==> src/hdl/assert_macros.svh <==
// Assertion macros shared by the parser RTL.
// Self-contained; included by every module that carries assertions.
`ifndef ASSERT_MACROS_SVH
`define ASSERT_MACROS_SVH
`ifndef SYNTHESIS
// Same-cycle implication, disabled during reset.
`define WHP_ASSERT_IMP(label, clk, rst, ante, cons, msg) \
  label: assert property (@(posedge clk) disable iff (rst) (ante) |-> (cons)) \
    else $error(msg);
// Next-cycle implication, disabled during reset.
`define WHP_ASSERT_NXT(label, clk, rst, ante, cons, msg) \
  label: assert property (@(posedge clk) disable iff (rst) (ante) |=> (cons)) \
    else $error(msg);
`else
`define WHP_ASSERT_IMP(label, clk, rst, ante, cons, msg)
`define WHP_ASSERT_NXT(label, clk, rst, ante, cons, msg)
`endif
`endif

==> src/hdl/whp_pkg.sv <==
// Shared constants and types of the WAV header parser.
// No dependencies; imported by the divider, the top level and the testbench.
`default_nettype none

package whp_pkg;

  // Chunk ids, first stream byte in the top byte
  localparam logic [31:0] ID_RIFF = 32'h5249_4646;
  localparam logic [31:0] ID_WAVE = 32'h5741_5645;
  localparam logic [31:0] ID_FMT  = 32'h666D_7420;
  localparam logic [31:0] ID_DATA = 32'h6461_7461;

  localparam logic [31:0] FMT_BODY_LEN = 32'd16;

  // Divider operand widths: chunk size / ((bits/8) * channels)
  localparam int DIVIDEND_W = 32;
  localparam int DIVISOR_W  = 29;

  // result_kind codes
  localparam logic RES_VERDICT = 1'b0;
  localparam logic RES_DATA    = 1'b1;

  // sample_kind codes
  localparam logic [1:0] KIND_INT8    = 2'd0;
  localparam logic [1:0] KIND_INT16   = 2'd1;
  localparam logic [1:0] KIND_FLOAT32 = 2'd2;

  localparam logic [15:0] BITS_INT8    = 16'd8;
  localparam logic [15:0] BITS_FLOAT32 = 16'd32;

  typedef struct packed {
    logic busy;
    logic done;
  } div_status_t;

endpackage

`default_nettype wire

==> src/hdl/whp_in_if.sv <==
// Input channel: one file byte or an end-of-stream mark per transfer.
// Plain valid/ready handshake; no dependencies.
`default_nettype none

interface whp_in_if;
  logic       valid;
  logic       ready;
  logic [7:0] data_byte_in;
  logic       stream_end;

  modport source (output valid, output data_byte_in, output stream_end, input ready);
  modport sink   (input valid, input data_byte_in, input stream_end, output ready);
endinterface

`default_nettype wire

==> src/hdl/whp_out_if.sv <==
// Output channel: header verdict or audio byte per transfer.
// Plain valid/ready handshake; no dependencies.
`default_nettype none

interface whp_out_if;
  logic        valid;
  logic        ready;
  logic        result_kind;
  logic        header_ok;
  logic [1:0]  sample_kind;
  logic [15:0] sample_bits;
  logic [15:0] channel_count;
  logic [31:0] sample_rate;
  logic [31:0] frame_count;
  logic [7:0]  audio_byte;
  logic        last_byte;

  modport source (output valid, output result_kind, output header_ok, output sample_kind,
                  output sample_bits, output channel_count, output sample_rate,
                  output frame_count, output audio_byte, output last_byte, input ready);
  modport sink   (input valid, input result_kind, input header_ok, input sample_kind,
                  input sample_bits, input channel_count, input sample_rate,
                  input frame_count, input audio_byte, input last_byte, output ready);
endinterface

`default_nettype wire

==> src/hdl/whp_divider.sv <==
// Radix-2 restoring divider, one quotient bit per cycle.
// Depends on whp_pkg and assert_macros.svh.
`default_nettype none
`include "assert_macros.svh"

module whp_divider (
  input  wire logic                           clk,
  input  wire logic                           rst,
  input  wire logic                           start,
  input  wire logic [whp_pkg::DIVIDEND_W-1:0] dividend,
  input  wire logic [whp_pkg::DIVISOR_W-1:0]  divisor,
  output whp_pkg::div_status_t                status,
  output logic      [whp_pkg::DIVIDEND_W-1:0] quotient,
  output logic      [whp_pkg::DIVISOR_W-1:0]  remainder
);
  import whp_pkg::*;

  localparam int CNT_W = $clog2(DIVIDEND_W);

  logic                  busy;
  logic                  done;
  logic [CNT_W-1:0]      cnt;
  logic [DIVISOR_W-1:0]  divisor_q;
  logic [DIVISOR_W:0]    rem_sh;
  logic                  ge;
  logic [DIVISOR_W-1:0]  rem_nx;

  // shift in next dividend bit, subtract when it fits
  always_comb begin
    rem_sh = {remainder, quotient[DIVIDEND_W-1]};
    ge     = (rem_sh >= {1'b0, divisor_q});
    if (ge) begin
      rem_nx = DIVISOR_W'(rem_sh - {1'b0, divisor_q});
    end else begin
      rem_nx = rem_sh[DIVISOR_W-1:0];
    end
  end

  always_ff @(posedge clk) begin
    if (rst) begin
      busy <= 1'b0;
      done <= 1'b0;
      cnt  <= '0;
    end else if (start) begin
      busy      <= 1'b1;
      done      <= 1'b0;
      cnt       <= CNT_W'(DIVIDEND_W - 1);
      quotient  <= dividend;
      remainder <= '0;
      divisor_q <= divisor;
    end else if (busy) begin
      remainder <= rem_nx;
      quotient  <= {quotient[DIVIDEND_W-2:0], ge};
      cnt       <= cnt - 1'b1;
      if (cnt == '0) begin
        busy <= 1'b0;
        done <= 1'b1;
      end
    end
  end

  assign status.busy = busy;
  assign status.done = done;

  `WHP_ASSERT_IMP(a_done_idle, clk, rst, done, !busy, "divider done while busy")
  `WHP_ASSERT_NXT(a_start_busy, clk, rst, start, busy, "divider did not start")
  `WHP_ASSERT_NXT(a_last_done, clk, rst, busy && cnt == '0 && !start, done,
                  "divider did not finish after last step")

endmodule

`default_nettype wire

==> src/hdl/wav_header_parser.sv <==
// WAV (RIFF/WAVE PCM) header parser, top level.
// Depends on whp_pkg, whp_in_if, whp_out_if, whp_divider and assert_macros.svh.
//
// Usage:
//   in_ch  carries the file one byte per transfer, little-endian as stored,
//          or a transfer with stream_end set that carries no byte.
//   out_ch carries one header verdict (result_kind 0) per file, then, after a
//          good verdict, the data chunk bytes of whole frames (result_kind 1),
//          the final one marked by last_byte.
// Throughput: one byte per cycle, while the output register is free, through the
//   RIFF header, chunk headers, fmt body, skipped chunks and the audio data. Once,
//   when the data chunk header completes, the frame count is computed by the
//   bit-serial divider, and in_ch.ready stays low until its quotient is taken.
// Output: a result is registered and shows on out_ch the cycle after the byte
//   that causes it; the good verdict instead follows the divider's completion.
// Stall: a single output register holds a pending result; while it is full and
//   out_ch.ready is low, in_ch.ready is low too. Nothing is dropped.
// Reset: rst (synchronous) returns to expecting the RIFF header; no clearing pass.
//   Once parsing ends (failed verdict, good verdict with no frames, last data byte
//   or stream end), all input is taken and ignored until reset.
`default_nettype none
`include "assert_macros.svh"

module wav_header_parser (
  input wire logic clk,
  input wire logic rst,
  whp_in_if.sink   in_ch,
  whp_out_if.source out_ch
);
  import whp_pkg::*;

  typedef enum logic [3:0] {
    PH_RIFF,
    PH_RIFF_BAD,
    PH_FMT_HDR,
    PH_FMT_BODY,
    PH_FMT_EXTRA,
    PH_FMT_SKIP,
    PH_DATA_HDR,
    PH_DATA_SKIP,
    PH_DIV,
    PH_DATA_PASS,
    PH_DONE
  } phase_t;

  // little-endian byte insert; position 0 starts a fresh value
  function automatic logic [31:0] put_le(input logic [31:0] dst, input logic [7:0] b,
                                         input logic [1:0] pos);
    logic [31:0] r;
    r = dst;
    case (pos)
      2'd0:    r = {24'd0, b};
      2'd1:    r[15:8]  = b;
      2'd2:    r[23:16] = b;
      default: r[31:24] = b;
    endcase
    return r;
  endfunction

  // parse state
  phase_t      phase, phase_next;
  logic [4:0]  idx, idx_next;
  logic [31:0] id_shift, id_shift_next;
  logic [31:0] chunk_length, chunk_length_next;
  logic [31:0] skip_rem, skip_rem_next;
  logic [15:0] held_channels, held_channels_next;
  logic [31:0] held_rate, held_rate_next;
  logic [15:0] held_bits, held_bits_next;
  logic [31:0] held_frames, held_frames_next;
  logic [31:0] data_rem, data_rem_next;

  // output register
  logic        o_valid, o_valid_next;
  logic        o_kind, o_kind_next;
  logic        o_ok, o_ok_next;
  logic [1:0]  o_skind, o_skind_next;
  logic [15:0] o_bits, o_bits_next;
  logic [15:0] o_chan, o_chan_next;
  logic [31:0] o_rate, o_rate_next;
  logic [31:0] o_frames, o_frames_next;
  logic [7:0]  o_byte, o_byte_next;
  logic        o_last, o_last_next;

  logic                  out_free;
  logic                  accept;
  logic [7:0]            b;
  logic [31:0]           id_next;
  logic [31:0]           hdr_id;
  logic [31:0]           hdr_len;
  logic [31:0]           skip_dec;
  logic [31:0]           pass_dec;
  logic [DIVISOR_W-1:0]  bpf;
  logic                  bpf_zero;
  logic                  emit_fail, emit_good, emit_data;
  logic                  div_start;
  div_status_t           div_stat;
  logic [DIVIDEND_W-1:0] div_quot;
  logic [DIVISOR_W-1:0]  div_rem;

  assign out_free     = !o_valid || out_ch.ready;
  assign in_ch.ready  = (phase != PH_DIV) && out_free;
  assign accept       = in_ch.valid && in_ch.ready;
  assign b            = in_ch.data_byte_in;
  assign id_next      = {id_shift[23:0], b};

  // chunk header view including the byte now arriving
  assign hdr_id  = (idx < 5'd4) ? id_next : id_shift;
  assign hdr_len = (idx >= 5'd4) ? put_le(chunk_length, b, idx[1:0]) : chunk_length;

  assign skip_dec = (skip_rem != '0) ? skip_rem - 32'd1 : skip_rem;
  assign pass_dec = (data_rem != '0) ? data_rem - 32'd1 : data_rem;

  // bytes per frame; the divider registers this product at start
  assign bpf      = DIVISOR_W'(held_bits[15:3]) * DIVISOR_W'(held_channels);
  assign bpf_zero = (held_bits[15:3] == '0) || (held_channels == '0);

  whp_divider u_div (
    .clk       (clk),
    .rst       (rst),
    .start     (div_start),
    .dividend  (hdr_len),
    .divisor   (bpf),
    .status    (div_stat),
    .quotient  (div_quot),
    .remainder (div_rem)
  );

  always_comb begin
    phase_next         = phase;
    idx_next           = idx;
    id_shift_next      = id_shift;
    chunk_length_next  = chunk_length;
    skip_rem_next      = skip_rem;
    held_channels_next = held_channels;
    held_rate_next     = held_rate;
    held_bits_next     = held_bits;
    held_frames_next   = held_frames;
    data_rem_next      = data_rem;
    emit_fail          = 1'b0;
    emit_good          = 1'b0;
    emit_data          = 1'b0;
    o_last_next        = 1'b0;
    div_start          = 1'b0;

    if (phase == PH_DIV) begin
      // frame count ready: emit verdict once the output register is free
      if (div_stat.done && out_free) begin
        held_frames_next = div_quot;
        data_rem_next    = chunk_length - 32'(div_rem);
        emit_good        = 1'b1;
        phase_next       = (data_rem_next != '0) ? PH_DATA_PASS : PH_DONE;
      end
    end else if (accept && phase != PH_DONE) begin
      if (in_ch.stream_end) begin
        phase_next = PH_DONE;
        emit_fail  = (phase != PH_DATA_PASS);
      end else begin
        unique case (phase)
          PH_RIFF, PH_RIFF_BAD: begin
            if (idx < 5'd4 || idx >= 5'd8) begin
              id_shift_next = id_next;
            end else begin
              chunk_length_next = put_le(chunk_length, b, idx[1:0]);
            end
            if (idx == 5'd3 && id_next != ID_RIFF) begin
              phase_next = PH_RIFF_BAD;
            end
            if (idx >= 5'd11) begin
              idx_next = '0;
              if (phase == PH_RIFF && id_next == ID_WAVE && chunk_length != '0) begin
                phase_next = PH_FMT_HDR;
              end else begin
                phase_next = PH_DONE;
                emit_fail  = 1'b1;
              end
            end else begin
              idx_next = idx + 5'd1;
            end
          end
          PH_FMT_HDR, PH_DATA_HDR: begin
            id_shift_next     = hdr_id;
            chunk_length_next = hdr_len;
            if (idx == 5'd7) begin
              idx_next = '0;
              if (phase == PH_FMT_HDR) begin
                if (hdr_id == ID_FMT && hdr_len >= FMT_BODY_LEN) begin
                  phase_next = PH_FMT_BODY;
                end else if (hdr_len == '0) begin
                  phase_next = PH_DONE;
                  emit_fail  = 1'b1;
                end else begin
                  skip_rem_next = hdr_len;
                  phase_next    = PH_FMT_SKIP;
                end
              end else if (!(hdr_id == ID_DATA && hdr_len != '0)) begin
                if (hdr_len == '0) begin
                  phase_next = PH_DONE;
                  emit_fail  = 1'b1;
                end else begin
                  skip_rem_next = hdr_len;
                  phase_next    = PH_DATA_SKIP;
                end
              end else if (bpf_zero) begin
                phase_next = PH_DONE;
                emit_fail  = 1'b1;
              end else begin
                div_start  = 1'b1;
                phase_next = PH_DIV;
              end
            end else begin
              idx_next = idx + 5'd1;
            end
          end
          PH_FMT_BODY: begin
            if (idx == 5'd2 || idx == 5'd3) begin
              held_channels_next = 16'(put_le({16'd0, held_channels}, b, {1'b0, idx[0]}));
            end else if (idx >= 5'd4 && idx < 5'd8) begin
              held_rate_next = put_le(held_rate, b, idx[1:0]);
            end else if (idx >= 5'd14) begin
              held_bits_next = 16'(put_le({16'd0, held_bits}, b, {1'b0, idx[0]}));
            end
            if (idx >= 5'd15) begin
              idx_next = '0;
              if (chunk_length > FMT_BODY_LEN) begin
                skip_rem_next = chunk_length - FMT_BODY_LEN;
                phase_next    = PH_FMT_EXTRA;
              end else begin
                phase_next = PH_DATA_HDR;
              end
            end else begin
              idx_next = idx + 5'd1;
            end
          end
          PH_FMT_EXTRA, PH_FMT_SKIP, PH_DATA_SKIP: begin
            skip_rem_next = skip_dec;
            if (skip_dec == '0) begin
              phase_next = (phase == PH_FMT_SKIP) ? PH_FMT_HDR : PH_DATA_HDR;
            end
          end
          PH_DATA_PASS: begin
            emit_data     = 1'b1;
            data_rem_next = pass_dec;
            if (pass_dec == '0) begin
              o_last_next = 1'b1;
              phase_next  = PH_DONE;
            end
          end
          default: begin
            phase_next = PH_DONE;
          end
        endcase
      end
    end

    // output register load
    o_valid_next  = o_valid && !out_ch.ready;
    o_kind_next   = o_kind;
    o_ok_next     = o_ok;
    o_skind_next  = o_skind;
    o_bits_next   = o_bits;
    o_chan_next   = o_chan;
    o_rate_next   = o_rate;
    o_frames_next = o_frames;
    o_byte_next   = o_byte;
    if (emit_fail || emit_good || emit_data) begin
      o_valid_next  = 1'b1;
      o_kind_next   = emit_data ? RES_DATA : RES_VERDICT;
      o_ok_next     = emit_good;
      o_skind_next  = KIND_INT8;
      o_bits_next   = '0;
      o_chan_next   = '0;
      o_rate_next   = '0;
      o_frames_next = '0;
      o_byte_next   = emit_data ? b : 8'd0;
      if (emit_good) begin
        if (held_bits == BITS_INT8) begin
          o_skind_next = KIND_INT8;
        end else if (held_bits == BITS_FLOAT32) begin
          o_skind_next = KIND_FLOAT32;
        end else begin
          o_skind_next = KIND_INT16;
        end
        o_bits_next   = held_bits;
        o_chan_next   = held_channels;
        o_rate_next   = held_rate;
        o_frames_next = held_frames_next;
      end
    end else begin
      o_last_next = o_last;
    end
  end

  always_ff @(posedge clk) begin
    if (rst) begin
      phase         <= PH_RIFF;
      idx           <= '0;
      id_shift      <= '0;
      chunk_length  <= '0;
      skip_rem      <= '0;
      held_channels <= '0;
      held_rate     <= '0;
      held_bits     <= '0;
      held_frames   <= '0;
      data_rem      <= '0;
      o_valid       <= 1'b0;
    end else begin
      phase         <= phase_next;
      idx           <= idx_next;
      id_shift      <= id_shift_next;
      chunk_length  <= chunk_length_next;
      skip_rem      <= skip_rem_next;
      held_channels <= held_channels_next;
      held_rate     <= held_rate_next;
      held_bits     <= held_bits_next;
      held_frames   <= held_frames_next;
      data_rem      <= data_rem_next;
      o_valid       <= o_valid_next;
    end
    o_kind   <= o_kind_next;
    o_ok     <= o_ok_next;
    o_skind  <= o_skind_next;
    o_bits   <= o_bits_next;
    o_chan   <= o_chan_next;
    o_rate   <= o_rate_next;
    o_frames <= o_frames_next;
    o_byte   <= o_byte_next;
    o_last   <= o_last_next;
  end

  assign out_ch.valid         = o_valid;
  assign out_ch.result_kind   = o_kind;
  assign out_ch.header_ok     = o_ok;
  assign out_ch.sample_kind   = o_skind;
  assign out_ch.sample_bits   = o_bits;
  assign out_ch.channel_count = o_chan;
  assign out_ch.sample_rate   = o_rate;
  assign out_ch.frame_count   = o_frames;
  assign out_ch.audio_byte    = o_byte;
  assign out_ch.last_byte     = o_last;

  `WHP_ASSERT_IMP(a_div_no_ready, clk, rst, phase == PH_DIV, !in_ch.ready,
                  "input taken during frame division")
  `WHP_ASSERT_IMP(a_div_in_phase, clk, rst, div_stat.busy, phase == PH_DIV,
                  "divider busy outside division phase")
  `WHP_ASSERT_IMP(a_pass_nonzero, clk, rst, phase == PH_DATA_PASS, data_rem != '0,
                  "data pass with no bytes remaining")
  `WHP_ASSERT_IMP(a_last_done, clk, rst,
                  o_valid && o_kind == RES_DATA && o_last, phase == PH_DONE,
                  "last data byte shown while still parsing")

endmodule

`default_nettype wire

==> src/flat_wrapper.sv <==
// flat-port wrapper written by rule: the top's interface ports become plain ports
module wav_header_parser_flat import whp_pkg::*;
  (clk, rst, in_ch_valid, in_ch_data_byte_in, in_ch_stream_end, in_ch_ready, out_ch_valid, out_ch_result_kind, out_ch_header_ok, out_ch_sample_kind, out_ch_sample_bits, out_ch_channel_count, out_ch_sample_rate, out_ch_frame_count, out_ch_audio_byte, out_ch_last_byte, out_ch_ready);
  whp_in_if in_ch_i ();
  whp_out_if out_ch_i ();
  input wire logic clk;
  input wire logic rst;
  input wire logic [$bits(in_ch_i.valid)-1:0] in_ch_valid;
  input wire logic [$bits(in_ch_i.data_byte_in)-1:0] in_ch_data_byte_in;
  input wire logic [$bits(in_ch_i.stream_end)-1:0] in_ch_stream_end;
  output wire logic [$bits(in_ch_i.ready)-1:0] in_ch_ready;
  output wire logic [$bits(out_ch_i.valid)-1:0] out_ch_valid;
  output wire logic [$bits(out_ch_i.result_kind)-1:0] out_ch_result_kind;
  output wire logic [$bits(out_ch_i.header_ok)-1:0] out_ch_header_ok;
  output wire logic [$bits(out_ch_i.sample_kind)-1:0] out_ch_sample_kind;
  output wire logic [$bits(out_ch_i.sample_bits)-1:0] out_ch_sample_bits;
  output wire logic [$bits(out_ch_i.channel_count)-1:0] out_ch_channel_count;
  output wire logic [$bits(out_ch_i.sample_rate)-1:0] out_ch_sample_rate;
  output wire logic [$bits(out_ch_i.frame_count)-1:0] out_ch_frame_count;
  output wire logic [$bits(out_ch_i.audio_byte)-1:0] out_ch_audio_byte;
  output wire logic [$bits(out_ch_i.last_byte)-1:0] out_ch_last_byte;
  input wire logic [$bits(out_ch_i.ready)-1:0] out_ch_ready;
  assign in_ch_i.valid = in_ch_valid;
  assign in_ch_i.data_byte_in = in_ch_data_byte_in;
  assign in_ch_i.stream_end = in_ch_stream_end;
  assign in_ch_ready = in_ch_i.ready;
  assign out_ch_valid = out_ch_i.valid;
  assign out_ch_result_kind = out_ch_i.result_kind;
  assign out_ch_header_ok = out_ch_i.header_ok;
  assign out_ch_sample_kind = out_ch_i.sample_kind;
  assign out_ch_sample_bits = out_ch_i.sample_bits;
  assign out_ch_channel_count = out_ch_i.channel_count;
  assign out_ch_sample_rate = out_ch_i.sample_rate;
  assign out_ch_frame_count = out_ch_i.frame_count;
  assign out_ch_audio_byte = out_ch_i.audio_byte;
  assign out_ch_last_byte = out_ch_i.last_byte;
  assign out_ch_i.ready = out_ch_ready;
  wav_header_parser u_core (.clk(clk), .rst(rst), .in_ch(in_ch_i), .out_ch(out_ch_i));
endmodule
==> config.mk <==
export PLATFORM = sky130hd
export DESIGN_NAME = wav_header_parser_flat
export DESIGN_NICKNAME = d
export VERILOG_FILES = /design/src/hdl/whp_pkg.sv /design/src/hdl/whp_in_if.sv /design/src/hdl/whp_out_if.sv /design/src/hdl/whp_divider.sv /design/src/hdl/wav_header_parser.sv /design/src/flat_wrapper.sv
export VERILOG_INCLUDE_DIRS = /design/src /design/src/hdl
export SDC_FILE = /design/constraint.sdc
export NUM_CORES = 2
export LEC_CHECK = 0
export BUFFER_PORTS_ARGS = -buffer_cell sky130_fd_sc_hd__buf_2
export CAP_MARGIN = 20
export CORE_MARGIN = 3
export CORE_UTILIZATION = 64
export CTS_CLUSTER_DIAMETER = 120
export DETAILED_ROUTE_END_ITERATION = 16
export GPL_ROUTABILITY_DRIVEN = 1
export PLACE_DENSITY = 0.92
export SLEW_MARGIN = 0
export SYNTH_ARGS = -nofsm -noshare
export SYNTH_HDL_FRONTEND = slang
export SYNTH_SLANG_ARGS = --single-unit
==> constraint.sdc <==
create_clock -name clk -period 8.2 [get_ports clk]
set_input_delay 0.41 -clock clk [delete_from_list [all_inputs] [get_ports clk]]
set_output_delay 0.41 -clock clk [all_outputs]
set_load 0.01 [all_outputs]
Word level (Yosys, flattened, before mapping)
Cells that the tools add are included.
{"block": "word_totals", "out_inout_bits": 111, "in_bits": 13, "ff_bits": 440}
{"block": "op_classes", "magnitude_cmp": 10, "n_eq_ne": 37, "add_sub_neg": 7, "reduce_logical": 64, "mul": 1, "n_bitwise": 10, "n_mux": 95}
{"op": "2-to-1 mux 32 bit", "count": 22}
{"op": "nonzero test 32 bit", "count": 5}
{"op": "case mux 32 bit (2 select lines)", "count": 2}
{"op": "case mux 8 bit (2 select lines)", "count": 7}
{"op": "equality test 32 x 31 -> 1 bit (second input constant)", "count": 3}
{"op": "zero test 32 bit", "count": 3}
{"op": "case mux 32 bit (3 select lines)", "count": 1}
{"op": "2-to-1 mux 4 bit", "count": 16}
{"op": "subtractor 32 x 1 -> 32 bit (second input constant)", "count": 2}
{"op": "2-to-1 mux 29 bit", "count": 2}
{"op": "AND reduction 7 bit", "count": 6}
{"op": ">= comparator 32 x 5 -> 1 bit (second input constant)", "count": 1}
{"op": "greater-than comparator 32 x 5 -> 1 bit (second input constant)", "count": 1}
{"op": "inequality test 32 x 31 -> 1 bit (second input constant)", "count": 1}
{"op": "subtractor 32 x 29 -> 32 bit", "count": 1}
{"op": "subtractor 32 x 5 -> 32 bit (second input constant)", "count": 1}
{"op": "2-to-1 mux 1 bit", "count": 31}
{"op": ">= comparator 30 x 29 -> 1 bit", "count": 1}
{"op": "multiplier 13 x 16 -> 29 bit", "count": 1}
{"op": "subtractor 29 bit", "count": 1}
{"op": "2-to-1 mux 5 bit", "count": 5}
{"op": ">= comparator 5 x 4 -> 1 bit (second input constant)", "count": 4}
{"op": "case mux 4 bit (5 select lines)", "count": 1}
{"op": "equality test 16 x 4 -> 1 bit (second input constant)", "count": 1}
{"op": "other kinds (46)", "count": 105}

Depth between registers and ports, before layout
{"block": "logic_depth", "ltp_word": 16, "ltp_mapped": 23}

Cells and area by module
Synthesis repeated with hierarchy kept, for this count alone.
{"block": "unflattened", "hier_cells": 3491, "area_unflattened_um2": 30071.3}
{"mod": "wav_header_parser", "n_inst": 1, "seq_area_each_um2": 7317.0, "area_per_inst_um2": 24639.9, "cells_each": 3035}
{"mod": "whp_divider", "n_inst": 1, "seq_area_each_um2": 2842.7, "area_per_inst_um2": 5431.5, "cells_each": 456}

Least setup slack after synthesis
OpenSTA, ideal clock, no wires.
{"block": "synth_path", "path_kind": "flip-flop to flip-flop", "start": "register u_core.idx[0]", "end": "register u_core.u_div.quotient[0] (netlist name) (enable)", "required_ps": 7700, "path_stages_with_launch": 17, "setup_time_ps": 500, "t_arrival_ps": 6612, "path_slack_ps": 1088, "path_cell_list": "dfxtp_1 > clkbuf_1 > clkbuf_1 > inv_1 > ha_1 > clkbuf_1 > nand2_1 > o21ai_0 > nor3_1 > nand4b_1 > a211oi_2 > or4_1 > or3_1 > clkbuf_1 > buf_2 > buf_2 > a21oi_1"}
{"block": "synth_via", "elab_chain_cells": 15, "elab_cells_between_ends": 25, "classes_between": "2 x order compare; 4 x eq/ne; 13 x mux; 6 x reduce/logical"}
{"item": "start: declaration", "line": "wav_header_parser.sv:62", "source": "logic [4:0] idx, idx_next;"}
{"item": "start signal: assignment", "line": "wav_header_parser.sv:308", "source": "idx <= idx_next;"}
{"item": "parallel branches: the longest is 8 deep, another holds < comparator 5 x 3 -> 1 bit"}
{"item": "2-to-1 mux 1 bit (*)", "line": "wav_header_parser.sv:183", "source": "if (idx == 5'd7) begin"}
{"item": "2-to-1 mux 1 bit (*)", "line": "wav_header_parser.sv:158", "source": "unique case (phase)"}
{"item": "2-to-1 mux 1 bit (*)", "line": "wav_header_parser.sv:154", "source": "if (in_ch.stream_end) begin"}
{"item": "2-to-1 mux 1 bit (*)", "line": "wav_header_parser.sv:153", "source": "end else if (accept && phase != PH_DONE) begin"}
{"item": "2-to-1 mux 1 bit (*)", "line": "wav_header_parser.sv:145", "source": "if (phase == PH_DIV) begin"}
{"item": "nonzero test 2 bit (no line) (*)"}
{"item": "AND reduction 2 bit (no line) (*)"}
{"item": "end signal: assignment", "line": "whp_divider.sv:48", "source": "quotient <= dividend;"}
{"item": "end signal: assignment", "line": "whp_divider.sv:53", "source": "quotient <= {quotient[DIVIDEND_W-2:0], ge};"}
{"item": "end: declaration", "line": "whp_divider.sv:13", "source": "output logic [whp_pkg::DIVIDEND_W-1:0] quotient,"}
Mark *: on every way between the ends.
A chain may end at the register's enable or synchronous reset.

Worst setup path in the final report
{"block": "layout_path", "start": "register u_core.held_bits[5]", "end": "register u_core.u_div.divisor_q[28], data pin"}
{"block": "layout_via", "elab_chain_cells": 1}
{"item": "start: declaration", "line": "wav_header_parser.sv:68", "source": "logic [15:0] held_bits, held_bits_next;"}
{"item": "start signal: assignment", "line": "wav_header_parser.sv:314", "source": "held_bits <= held_bits_next;"}
{"item": "multiplier 13 x 16 -> 29 bit", "line": "wav_header_parser.sv:114", "source": "assign bpf = DIVISOR_W'(held_bits[15:3]) * DIVISOR_W'(held_channels);"}
{"item": "via u_core.bpf[28]", "line": "wav_header_parser.sv:92", "source": "logic [DIVISOR_W-1:0] bpf;"}
{"item": "end signal: assignment", "line": "whp_divider.sv:50", "source": "divisor_q <= divisor;"}
{"item": "end: declaration", "line": "whp_divider.sv:23", "source": "logic [DIVISOR_W-1:0] divisor_q;"}
The timed path passes the listed nets, and every way through them passes these cells.

==> metrics.md <==
| Metric | Value |
|---|---|
| CP Data Required Time | `8.54 ns` |
| Syn_area_per_cell | `8.48 um2` |
| Post-CTS setup buffer count | `0` |
| Cells after Synth | `3,641` |
| Synth Area in Simple Gates | `22.3%` |
| CP Class | `reg -> reg` |
| Pre-Repair DR Iteration Count | `7` |
| Post-synthesis cell area | `0.0309 mm2` |
| Num CTS Buffers | `43` |
| Worst EP arrival | `6.97 ns` |
| Largest net degree at the start of global routing | `100` |
| Post-route ant nets | `0` |
| Status | `completed` |
| Clock Sinks | `408` |
| Ranking of synthesized cells by area | `edfxtp_1 (19%), dfxtp_1 (14%), fa_1 (10%)` |
| Starting Density | `65.6%` |
| Yosys top cell by area | `edfxtp_1` |
| Net Sw Power | `1.77 mW` |
| Synth Area in Compound Gates | `17.8%` |
| Predominant post-synthesis flop cell | `dfxtp_1` |
| YS warnings | `0` |
| Row cnt | `79` |
| Max_cap viols | `0` |
| IO Count | `124` |
| CTS tree | `yes` |
| Least-Margin Pin Slew | `1.15 ns` |
| First-pass GRT wire length | `143,000 um` |
| DRC | `0` |
| Sequential Power Share | `41.7%` |
| Setup Skew | `0.0211 ns` |
| Post-CTS Hold Buffers | `0` |
| H-tree levels | `2` |
| CP Launch Type | `flop` |
| Max Clock Freq | `151 MHz` |
| Register area share after synthesis | `32.9%` |
| Routed vias/inst | `6.62` |
| Fin nets | `3,921` |
| Synth Area in Adders | `16.0%` |
| Hold Path Origin | `rst` |
| Clock Pin Slew Worst Setup and Hold Paths | `0.07 ns` |
| Setup violations, final | `0` |
| Multi-input gate area | `0.0185 mm2` |
| Hold slack | `0.260 ns` |
| Worst setup margin | `1.57 ns` |
| Largest family of logic cells by synthesized area | `simple AND/OR/NAND/NOR gates` |
| Post-synth EDFFs | `199` |
| Post-synth ARST share | `0%` |
| Clock Latency Late Sink | `0.61 ns` |
| Internal cell power | `3.73 mW` |
| Via count | `28,100` |
| Initial DRC Count | `3,681` |
| CP startpoint | `u_core.held_bits[5]$_SDFFE_PP0P_` |
| Most common cell in the netlist | `nand2_1` |
| RSZ-0062 raised after global routing | `no` |
| Syn_nets | `3,955` |
| Synth cell count leaders | `nand2_1 (472), inv_1 (340), a21oi_1 (265)` |
| Final HPWL DP | `63,200 um` |
| Mux contribution to synthesized area | `1.14%` |
| Sequential cell area | `0.0102 mm2` |
| RR Startpoint | `u_core.held_bits[5]$_SDFFE_PP0P_` |
| WL per Instance | `21.1 um` |
| IR drop worst, VDD | `236 uV` |
| Gr usage total | `34.8%` |
| Setup tns final | `0 ns` |
| Clock Power Share | `37.0%` |
| Rel. slew slack | `22.6%` |
| Min-Delay Path Class | `in -> reg` |
| Share of the synthesized area in the top cell type | `19.4%` |
| Dpl ws | `1.78 ns` |
| Final worst path period share | `80.9%` |
| Post-cts repair resize count | `0` |
| Synth Area in XOR/XNOR | `2.61%` |
| Layout cell share with drive strength beyond 1 | `8.18%` |
| GRT overflow | `0` |
| Number of global-route vias before repair | `26,500` |
| Width of the die | `226 um` |
| Core ar. | `0.0471 mm2` |
| Gate power share | `21.3%` |
| Fill count | `3,475` |
| Setup crit end kind | `flop` |
| Post-synthesis register bit count | `408` |
| Net Sw Frac | `32.1%` |
| CP Max Fanout | `20` |
| Initial antenna violation count | `1` |
| Hold Violations, Final | `0` |
| Buffers on Ports | `123` |
| Die Height | `226 um` |
| Bufs on Longest Clock Path | `3` |
| Area grow syn2layout | `7.36%` |
| GP Congestion | `1.02` |
| Area of the die | `0.0509 mm2` |
| Leak pwr | `13.9 nW` |
| Pwr per Cell Area | `166 mW/mm2` |
| Slew Viols, Final | `0` |
| CTS root buf | `clkbuf_16` |
| Distinct cells, synth | `105` |
| Minimum clock period | `6.63 ns` |
| Wirelength, routed | `89,500 um` |
## sequential cells by signal (all words and copies together), names as in the netlist, 29 cells and up
| name | flops |
|---|---|
| u_core.held_rate | 32 |
| u_core.u_div.quotient | 32 |
| u_core.out_ch.frame_count | 32 |
| u_core.id_shift | 32 |
| u_core.chunk_length | 32 |
| u_core.out_ch.sample_rate | 32 |
| u_core.u_div.remainder | 29 |
| u_core.data_rem | 32 |
| u_core.u_div.divisor_q | 29 |
| u_core.skip_rem | 32 |
## per-layer routing
layer | vias up | GRT usage, % | share of wire [%]
met2 | 1910 | 54.2 | 44
li1 | 12700 | - | -
met1 | 13100 | 46.6 | 39
met4 | 0 | 16.1 | 5.4
met5 | - | 0 | 0
met3 | 427 | 8.12 | 12
## path summary, 6_finish.rpt
| path | to | slack, ns | cells past startpoint |
|---|---|---|---|
| setup reg to reg | u_core.u_div.divisor_q[28]$_DFFE_PP_ | 1.57 | 21 |
| hold reg to reg | u_core.held_rate[13]$_SDFFE_PP0P_ | 0.45 | 2 |
| setup / recovery | u_core.u_div.divisor_q[28]$_DFFE_PP_ | 1.57 | 21 |
| hold / removal | u_core.chunk_length[15]$_SDFFE_PP0P_ | 0.26 | 2 |
## worst max-delay path, cell delays in order, from the launching register on
cell and delay [ns]:
dfxtp_1 0.51, and2_1 0.28, fa_1 0.51, inv_1 0.06, fa_1 0.53, inv_1 0.04
ha_1 0.28, ha_1 0.28, inv_1 0.05, fa_1 0.53, inv_1 0.07, fa_1 0.46
a21o_1 0.21, a21oi_1 0.22, o21bai_1 0.13, a2111oi_0 0.89, nor3_1 0.21, nor3_1 0.31
o31ai_1 0.19, a221o_1 0.34, a21oi_1 0.18, xnor2_1 0.09
## final cells by class
| class | count | area share, % |
|---|---|---|
| Clock inverter | 25 | 0.808 |
| Tap cell | 607 | 2.29 |
| Inverter | 341 | 3.86 |
| Clock buffer | 54 | 3.56 |
| Multi-Input combinational cell | 2650 | 55.9 |
| Timing Repair Buffer | 163 | 2.90 |
| Sequential cell | 408 | 30.7 |
| Antenna cell | 2 | 0.0151 |
## through the flow
step	utilization [%]	total power, mW	cell area, um2	instances
after floorplan	-	3.12	30900	3641
after global placement	67.2	3.44	31600	4167
after detailed placement	67.3	3.45	31700	4168
after CTS	70.3	5.46	33100	4247
after global routing	70.4	5.67	33100	4248
final	70.4	5.50	33100	4250
## power groups by stage
| stage | sequential (mW) | combinational (mW) | clock (mW) |
|---|---|---|---|
| 3_3_place_gp | 2.33 | 1.11 | 0 |
| 5_1_grt | 2.30 | 1.25 | 2.12 |
| 3_5_place_dp | 2.33 | 1.12 | 0 |
| 6_report | 2.29 | 1.17 | 2.03 |
| 4_1_cts | 2.29 | 1.13 | 2.04 |
| 2_1_floorplan | 2.33 | 0.782 | 0 |
## cell usage in the layout, fill, tap and decap left out, types with 54 or more instances in the layout
cell and instances:
buf_2 122, nand2_1 471, edfxtp_1 199, nor4_1 54, ha_1 145, nand3_1 84
a21oi_1 264, o21ai_0 184, and2_1 181, fa_1 156, nor2_1 230, dfxtp_1 209
inv_1 340, nor3_1 94, xnor2_1 54
## cells by family after synthesis
group	after synthesis
DFF	408
xor gates and xnor gates	92
AOI/OAI and AO/OA	849
muxes	35
adders and majority gates	301
buffers and inverters	583
and+or+nand+nor	1373
Power figures use the tool's default switching activity.
